`config.mk`:
```
export PLATFORM = sky130hd
export DESIGN_NAME = bpt_cell
export DESIGN_NICKNAME = d
export VERILOG_FILES = /design/src/rtl/bpt_pkg.sv /design/src/rtl/bpt_cell.sv
export SDC_FILE = /design/constraint.sdc
export NUM_CORES = 1
export LEC_CHECK = 0
export ABC_AREA = 1
export BUFFER_PORTS_ARGS = -buffer_cell sky130_fd_sc_hd__buf_2
export CORE_MARGIN = 2
export CORE_UTILIZATION = 50
export DETAILED_ROUTE_END_ITERATION = 8
export PLACE_DENSITY_LB_ADDON = 0.1
export RECOVER_POWER = 50
export SETUP_SLACK_MARGIN = 0.1
export SKIP_LAST_GASP = 1
export SLEW_MARGIN = 25
export SYNTH_ARGS = -nofsm -noshare
export SYNTH_HDL_FRONTEND = slang
export SYNTH_SLANG_ARGS = --single-unit
```
`constraint.sdc`:
```
create_clock -name clk -period 3.8 [get_ports clk]
set_input_delay 0.19 -clock clk [delete_from_list [all_inputs] [get_ports clk]]
set_output_delay 0.19 -clock clk [all_outputs]
set_load 0.01 [all_outputs]
```
`src/rtl/bpt_pkg.sv`:
```
// ----------------------------------------------------------------------------
// Breakpoint table package
// Shared codes, token type and defaults for the breakpoint table unit.
// ----------------------------------------------------------------------------
`default_nettype none

package bpt_pkg;

	localparam int ENTRIES_DEF   = 256;
	localparam int ADDR_BITS_DEF = 16;

	// input word kinds
	localparam logic [2:0] KIND_SET    = 3'd0;
	localparam logic [2:0] KIND_REMOVE = 3'd1;
	localparam logic [2:0] KIND_FETCH  = 3'd2;
	localparam logic [2:0] KIND_PAUSE  = 3'd3;
	localparam logic [2:0] KIND_CONT   = 3'd4;

	// result status codes
	localparam logic [1:0] STATUS_OK       = 2'd0;
	localparam logic [1:0] STATUS_FULL     = 2'd1;
	localparam logic [1:0] STATUS_NOTFOUND = 2'd2;

	// operation carried by the token down the cell row
	typedef enum logic [1:0] {
		OP_LOOK_SET,
		OP_REMOVE,
		OP_FETCH,
		OP_INSERT
	} op_t;

	// token handed from cell to cell
	typedef struct packed {
		logic vld;
		op_t  op;
		logic found;  // match seen, or slot claimed on insert
		logic armed;  // matching entry is enabled
	} tok_t;

	typedef enum logic [1:0] {
		ST_IDLE,
		ST_LOOK,
		ST_INSERT,
		ST_FIN
	} state_t;

endpackage

`default_nettype wire

```
`src/rtl/bpt_cell.sv`:
```
// ----------------------------------------------------------------------------
// Breakpoint table cell
// One table slot; acts on the passing token and hands it to the next cell.
// ----------------------------------------------------------------------------
`default_nettype none

module bpt_cell #(
	parameter int ADDR_BITS = bpt_pkg::ADDR_BITS_DEF
) (
	input  wire logic                 clk,
	input  wire logic                 arst_n,
	input  wire bpt_pkg::tok_t        tok_in,
	input  wire logic [ADDR_BITS-1:0] addr,
	input  wire logic                 enable,
	output      bpt_pkg::tok_t        tok_out
);

	logic                 vld_q;
	logic                 en_q;
	logic [ADDR_BITS-1:0] addr_q;
	bpt_pkg::tok_t        tok_q;
	bpt_pkg::tok_t        tok_d;
	logic                 match;
	logic                 take;

	always_comb begin
		match = vld_q && (addr_q == addr);
		// first free slot claims an insert
		take  = tok_in.vld && (tok_in.op == bpt_pkg::OP_INSERT) && !vld_q && !tok_in.found;
		tok_d       = tok_in;
		tok_d.found = tok_in.found | match | take;
		tok_d.armed = tok_in.armed | (match & en_q);
	end

	always_ff @(posedge clk or negedge arst_n) begin
		if (!arst_n) begin
			vld_q <= 1'b0;
			en_q  <= 1'b0;
			tok_q <= '0;
		end else begin
			tok_q <= tok_d;
			if (tok_in.vld) begin
				unique case (tok_in.op)
					bpt_pkg::OP_LOOK_SET: begin
						if (match) en_q <= enable;
					end
					bpt_pkg::OP_REMOVE: begin
						if (match) begin
							vld_q <= 1'b0;
							en_q  <= 1'b0;
						end
					end
					bpt_pkg::OP_FETCH: begin
					end
					bpt_pkg::OP_INSERT: begin
						if (take) begin
							vld_q <= 1'b1;
							en_q  <= enable;
						end
					end
					default: begin
					end
				endcase
			end
		end
	end

	// address payload, no reset
	always_ff @(posedge clk) begin
		if (take) addr_q <= addr;
	end

	assign tok_out = tok_q;

endmodule

`default_nettype wire

```
==> results by group, run 1 <==
Die
  • Die X: 53.37 µm
  • Die Y: between 50 and 60 µm
  • Die area: 2848 µm²
  • IO Count: 29
  • Core Box Area: between 2000 and 2500 µm²
  • Starting Density: 54.05%
  • Core Rows: 17

Final layout
  • Commonest cells after routing, fill and taps aside: 59 x nand2_1, 35 x inv_1, 19 x clkbuf_1
  • Area added between synthesis and finish: 16.32%
  • Layout net count: 216
  • Fraction of layout cells with a size suffix above 1: 10.99%
  • Non-Filler Instances: 219
  • FILL cells: 211
  • Antenna fix cells: 0
  • Commonest non-fill, non-tap cell in the layout: nand2_1

Power and ir drop
  • PwrDens: 329.7 nW/µm²
  • Sw frac: around a quarter
  • Clock power share: 24.4%
  • Reg power frac: 61.4%
  • Peak VDD IR: 0.2660 mV
  • Combinational Power Share: 14.2%
  • Static Leak: 0.7565 nW
  • Psw: around 0.12 mW
  • Total power draw: between 0.4 and 0.5 mW
  • Internal cell power: 0.3480 mW

Placement
  • Inst Count DP: between 200 and 250
  • PortBufs: 28
  • GP Congestion: 0.8443
  • Post-DP HPWL: 1866 µm
  • Pre-CTS setup slack: 2.193 ns

Clocking
  • Clock root cell: clkbuf_4
  • Number of CTS-inserted buffers: 3
  • Clock Sinks: 23
  • H-tree Lvls: 1
  • Post-CTS setup buffers: 0
  • Worst skew pair latency: 0.31 ns
  • Clock-pin slew on the worst setup and hold paths: between 0.1 and 0.15 ns
  • Clk buf depth: 2
  • TritonCTS clock tree: done

Worst setup path
  • Critical path fanouts, max: 16
  • Slowest cell on the critical path: dlygate4sd3_1
  • Crit-path leading delay family: buffers and inverters
  • Critical path class: input port to flip-flop
  • Worst Path Required: 3.76 ns
  • Buf+Inv Stages, Crit Path: 3
  • CP peak stage delay: about 0.53 ns
  • Worst Path Arrival: 1.69 ns
  • Worst R2R Setup Slack: 2.18 ns
  • R2r startpoint: vld_q$_DFFE_PN0P_
  • Crit. End Element: flip-flop
  • Crit start category: input port
  • Crit Reg-Reg Endpoint: addr_q[9]$_DFFE_PP_
  • Crit path cell chain: dlygate4sd3_1, buf_2, nand2_1, nor2_1, nand3_1, inv_1
  • R2R depth: 3

Logic synthesis
  • Post-Syn Instances: 157
  • Register area share after synthesis: 53.80%
  • Syn nets: 181
  • Synthesized area: 1219 µm²
  • Syn. warnings: 0
  • Number of synthesized register bits: 23
  • Post-synthesis average cell area: just under 8 µm²
  • Synth cell types: 16

Global routing
  • Number of global-route vias before repair: 955
  • Global route total overflow: 0
  • GR Util All Layers: 19.42%
  • Largest net degree at the start of global routing: 17
  • Initial antenna violation count: 0
  • Global-route wire length before repair: 3953 µm

Timing
  • Final Hold Viols: 0
  • Unrepaired setup endpoints after global routing: no
  • Final WS setup: 2.071 ns
  • Max Slew Vio Count: 0
  • Final number of setup-violating endpoints: 0
  • Fmax: 0.5783 GHz
  • Final Critical Period: 1.729 ns
  • Worst slew pin tran: between 0.6 and 0.7 ns
  • Tightest hold margin: 0.02552 ns
  • Setup TNS: 0 ns
  • Clock Skews: slightly below 0.004 ns
  • Final Cycle Share: 45.50%
  • Worst relative slew slack: 57.44%

Drt
  • Wl on met1: 1136 µm
  • Iter 0 DRT Violations: 17
  • Met2 WL: approximately 1100 µm
  • DRT Pass-1 Iters: 4
  • Final WL: 2354 µm
  • Avg WL per Cell: 10.75 µm
  • Met3 WL post-DR: 71 µm
  • # DRC: 0
  • Final ANT Viol Nets: 0
  • Top Layer Used: met4
  • DR vias: 990
  • Via-to-Cell Ratio: 4.521

Flow run
  • Max cap viols: 0

Run status
  • Status: finished, final reports clean

Hold path
  • Hold EP: tok_out[3]$_DFF_PN0_
  • Hold Crit Class: input port to flip-flop
  • HP Start: tok_in[3]
  • Hold depth: 1
cell type report:
type                            count  area, µm²  share of cell area, %
Timing Repair Buffer               30      137.6                  9.709
Tap cell                           28      35.03                  2.471
Clock buffer                        4      26.28                  1.853
Inverter                           36      135.1                  9.532
Sequential cell                    23      655.6                  46.25
Multi-Input combinational cell     98      427.9                  30.19
through the flow:
| step | utilization, % | cell area, µm² |
|---|---|---|
| after floorplan | - | 1219 |
| after global placement | 61.82 | 1394 |
| after detailed placement | 61.82 | 1394 |
| after CTS | 63.87 | 1440 |
| after global routing | 62.87 | 1418 |
| final | 62.87 | 1418 |
worst max-delay path by stage:
stage | start | endpoint | cells after the start | slack [ns]
after floorplan | vld_q$_DFFE_PN0P_ | addr_q[0]$_DFFE_PP_ | 3 | 2.44
final | tok_in[2] | addr_q[9]$_DFFE_PP_ | 6 | 2.07
after CTS | tok_in[2] | addr_q[3]$_DFFE_PP_ | 6 | 2.07
after global placement | vld_q$_DFFE_PN0P_ | addr_q[0]$_DFFE_PP_ | 3 | 2.27
after detailed placement | vld_q$_DFFE_PN0P_ | addr_q[1]$_DFFE_PP_ | 3 | 2.19
after global routing | tok_in[2] | addr_q[8]$_DFFE_PP_ | 6 | 1.91
metal layers:
metal	vias up	global-route usage, %
li1	538	-
met1	435	24.46
met2	15	32.92
met3	2	2.825
met4	0	8.120
met5	-	0
synthesized netlist by cell type:
| library cell | n | area, µm² |
|---|---|---|
| dfrtp_1 | 7 | 175.2 |
| edfxtp_1 | 16 | 480.5 |
| inv_1 | 35 | 131.4 |
| inv_2 | 1 | 3.750 |
| nand2_1 | 59 | 221.5 |
| nand2_2 | 2 | 12.51 |
| nand3_1 | 5 | 25.02 |
| nand3_2 | 2 | 20.02 |
| nand3b_1 | 1 | 7.510 |
| nand4_1 | 3 | 18.77 |
| nor2_1 | 18 | 67.56 |
| nor2_2 | 3 | 18.77 |
| o21ai_1 | 1 | 5.000 |
| o21bai_1 | 1 | 7.510 |
| or2_0 | 1 | 6.260 |
| xnor2_1 | 2 | 17.52 |
cell families (layout without fill, tap and decap cells):
logic type	Yosys count	count (layout)	share of synthesized area [%]
compound gates	2	2	1.027
xor+xnor	2	2	1.438
buf+inv	36	70	11.09
flops	23	23	53.80
simple gates	94	94	32.65
power groups by stage:
stage | Combinational (mW) | Sequential [mW] | Clock (mW)
floorplan | 0.0371 | 0.293 | 0
global placement | 0.0648 | 0.292 | 0
CTS | 0.0694 | 0.287 | 0.116
finish | 0.0661 | 0.287 | 0.114
detailed placement | 0.0673 | 0.293 | 0
global route | 0.0773 | 0.289 | 0.123
registers in the layout, summed over array words and instances, names as in the netlist:
signal   cells
tok_out      5
vld_q        1
en_q         1
addr_q      16
repair_timing:
item,in CTS,in global routing
hold buffers,2,0
resized for setup,0,0
endpoints found under the hold margin,8,0
Note: power is estimated with default switching activity, not from simulation.
==> run 2, diff against run 1 <==
- clock period: 3.8 -> 1.66 ns (I/O delays scaled with it)
==> run 2 against run 1 <==
Compared with the run above: utilization rose by 9.2 points; sequential power rose by 130%; die area did not move; final area rose by 15%; via count rose by 9.1%; critical endpoint is now addr_q[6]$_DFFE_PP_.
==> results by group, run 2 (synthesis results as in run 1) <==
Run status
  • Status: finished, final reports clean

Die
  • Die X: 53.37 µm (unchanged)
  • IO Count: 29 (unchanged)
  • Die area: 2848 µm² (unchanged)
  • Starting Density: 54.05% (unchanged)
  • Core Box Area: 2255 µm² (unchanged)
  • Die Y: 53.37 µm (unchanged)
  • Core Rows: 17 (unchanged)

Final layout
  • Non-Filler Instances: 240 (+9.6%)
  • Footprint of the multi-input gates: 427.9 µm² (unchanged)
  • Finished Cell Area: 1625 µm² (+15%)
  • Area added between synthesis and finish: 33.37%
  • Biggest register: addr_q
  • FILL cells: 195 (-7.6%)
  • Commonest cells after routing, fill and taps aside: 59 x nand2_1, 35 x inv_1, 22 x dlygate4sd3_1
  • Layout net count: 237 (+9.7%)
  • Commonest non-fill, non-tap cell in the layout: nand2_1
  • Fraction of layout cells with a size suffix above 1: 10.38% (-0.62 points)
  • Register area: 655.6 µm² (unchanged)
  • Antenna fix cells: 0 (unchanged)
  • Max reg flops: 16 (unchanged)

Power and ir drop
  • PwrDens: 679.5 nW/µm² (+110%)
  • Static Leak: 0.8454 nW (+12%)
  • Peak VDD IR: 0.6838 mV (+160%)

Global routing
  • Global-route wire length before repair: 4284 µm (+8.4%)
  • Largest net degree at the start of global routing: 17 (unchanged)
  • Global route total overflow: 0 (unchanged)
  • Initial antenna violation count: 0 (unchanged)
  • Number of global-route vias before repair: 1036 (+8.5%)
  • GR Util All Layers: 21.16% (+1.7 points)

Timing
  • Worst relative slew slack: 74.11% (+17 points)
  • Clock Skews: 0.002098 ns (-0.001864 ns)
  • Max Slew Vio Count: 0 (unchanged)
  • Worst slew pin tran: 0.3884 ns (-0.2493 ns)
  • Setup TNS: 0 ns (unchanged)
  • Final Hold Viols: 0 (unchanged)
  • Tightest hold margin: 0.06112 ns (+0.03560 ns)
  • Final Critical Period: 1.440 ns
  • Fmax: about 0.69 GHz
  • Final number of setup-violating endpoints: 0 (unchanged)
  • Final Cycle Share: 86.76%
  • Final WS setup: 0.2198 ns (-1.851 ns)
  • Unrepaired setup endpoints after global routing: no

Worst setup path
  • R2r startpoint: vld_q$_DFFE_PN0P_
  • Worst Path Arrival: 1.45 ns (-0.24 ns)
  • Crit start category: input port
  • Worst Path Required: 1.67 ns (-2.09 ns)
  • Critical path fanouts, max: 16 (unchanged)
  • CP Launch Point: tok_in[3]
  • Crit path cell chain: dlygate4sd3_1, clkbuf_1, nand2_1, nor2_1, nand3_1, inv_1, buf_4
  • Slowest cell on the critical path: dlygate4sd3_1
  • CP peak stage delay: 0.52 ns (about the same)
  • Crit. End Element: flip-flop
  • Critical path class: input port to flip-flop

Clocking
  • Clock root cell: clkbuf_4
  • TritonCTS clock tree: done
  • Worst skew pair latency: 0.30 ns (about the same)
  • CTS resizes: 0 (unchanged)
  • Number of CTS-inserted buffers: 3 (unchanged)
  • H-tree Lvls: 1 (unchanged)
  • Clock-pin slew on the worst setup and hold paths: 0.12 ns (about the same)
  • CTS Hold Bufs: 22 (+20)
  • Clk buf depth: 2 (unchanged)
  • Clock Sinks: 23 (unchanged)
  • Post-CTS setup buffers: 0 (unchanged)

Placement
  • Post-DP HPWL: 1879 µm (+0.65%)
  • Placed Area: 1401 µm² (+0.54%)
  • Pre-CTS setup slack: 0.3312 ns (-1.862 ns)
  • PortBufs: 28 (unchanged)
  • GP Congestion: 0.8602 (+1.9%)
  • Inst Count DP: 214 (+0.47%)

Drt
  • Iter 0 DRT Violations: 27 (+10)
  • Via-to-Cell Ratio: 4.500 (-0.45%)
  • # DRC: 0 (unchanged)
  • Avg WL per Cell: 11.03 µm (+2.6%)
  • DRT Pass-1 Iters: 4 (unchanged)
  • DR vias: 1080 (+9.1%)
  • Final ANT Viol Nets: 0 (unchanged)
  • Final WL: 2648 µm (+12%)

Flow run
  • Max cap viols: 0 (unchanged)

Hold path
  • Hold Crit Class: input port to flip-flop
  • HP Start: enable
run 2: changes by cell type in the layout (fill, tap and decap cells not counted):
cell,change
buf_4,+1
dlygate4sd3_1,+20
run 2: worst paths after layout:
path	slack, ns	end	cells past startpoint
max	0.22	addr_q[6]$_DFFE_PP_	7
min	0.06	en_q$_DFFE_PN0P_	5
max reg2reg	0.30	addr_q[6]$_DFFE_PP_	4
min reg2reg	0.54	en_q$_DFFE_PN0P_	2
max in group asynchronous	1.20	tok_out[4]$_DFF_PN0_	2
min in group asynchronous	0.19	tok_out[0]$_DFF_PN0_	2
run 2: stage by stage:
step	util, %	total power [mW]
2_1_floorplan	-	0.7556
3_3_place_gp	62.15	0.8174
5_1_grt	72.09	1.160
4_1_cts	73.09	1.121
6_report	72.09	1.104
3_5_place_dp	62.15	0.8240
run 2: cell type report:
type | instances | share of cell area, %
Multi-Input combinational cell | 98 | 26.33
Sequential cell | 23 | 40.34
Clock buffer | 4 | 1.617
Inverter | 36 | 8.314
Tap cell | 28 | 2.156
Timing Repair Buffer | 51 | 21.25
run 2: routing by layer:
| metal | vias to the layer above | share of wire (%) | global-route usage (%) |
|---|---|---|---|
| met2 | 20 | 50 | 35.80 |
| met5 | - | 0 | 0 |
| met3 | 2 | 2.9 | 2.542 |
| met4 | 0 | 0.53 | 7.692 |
| li1 | 577 | - | - |
| met1 | 481 | 46 | 27.47 |
run 2: report_power, final:
| part | internal [mW] | switching [mW] |
|---|---|---|
| clock | 0.0936 | 0.164 |
| combinational | 0.0909 | 0.0987 |
| sequential | 0.643 | 0.0139 |
| total | 0.828 | 0.277 |
run 2: worst max-delay path: cells and delay by family:
| family | cells | cell delay [ns] |
|---|---|---|
| and+or+nand+nor | 3 | 0.33 |
| buffers and inverters | 4 | 1.03 |
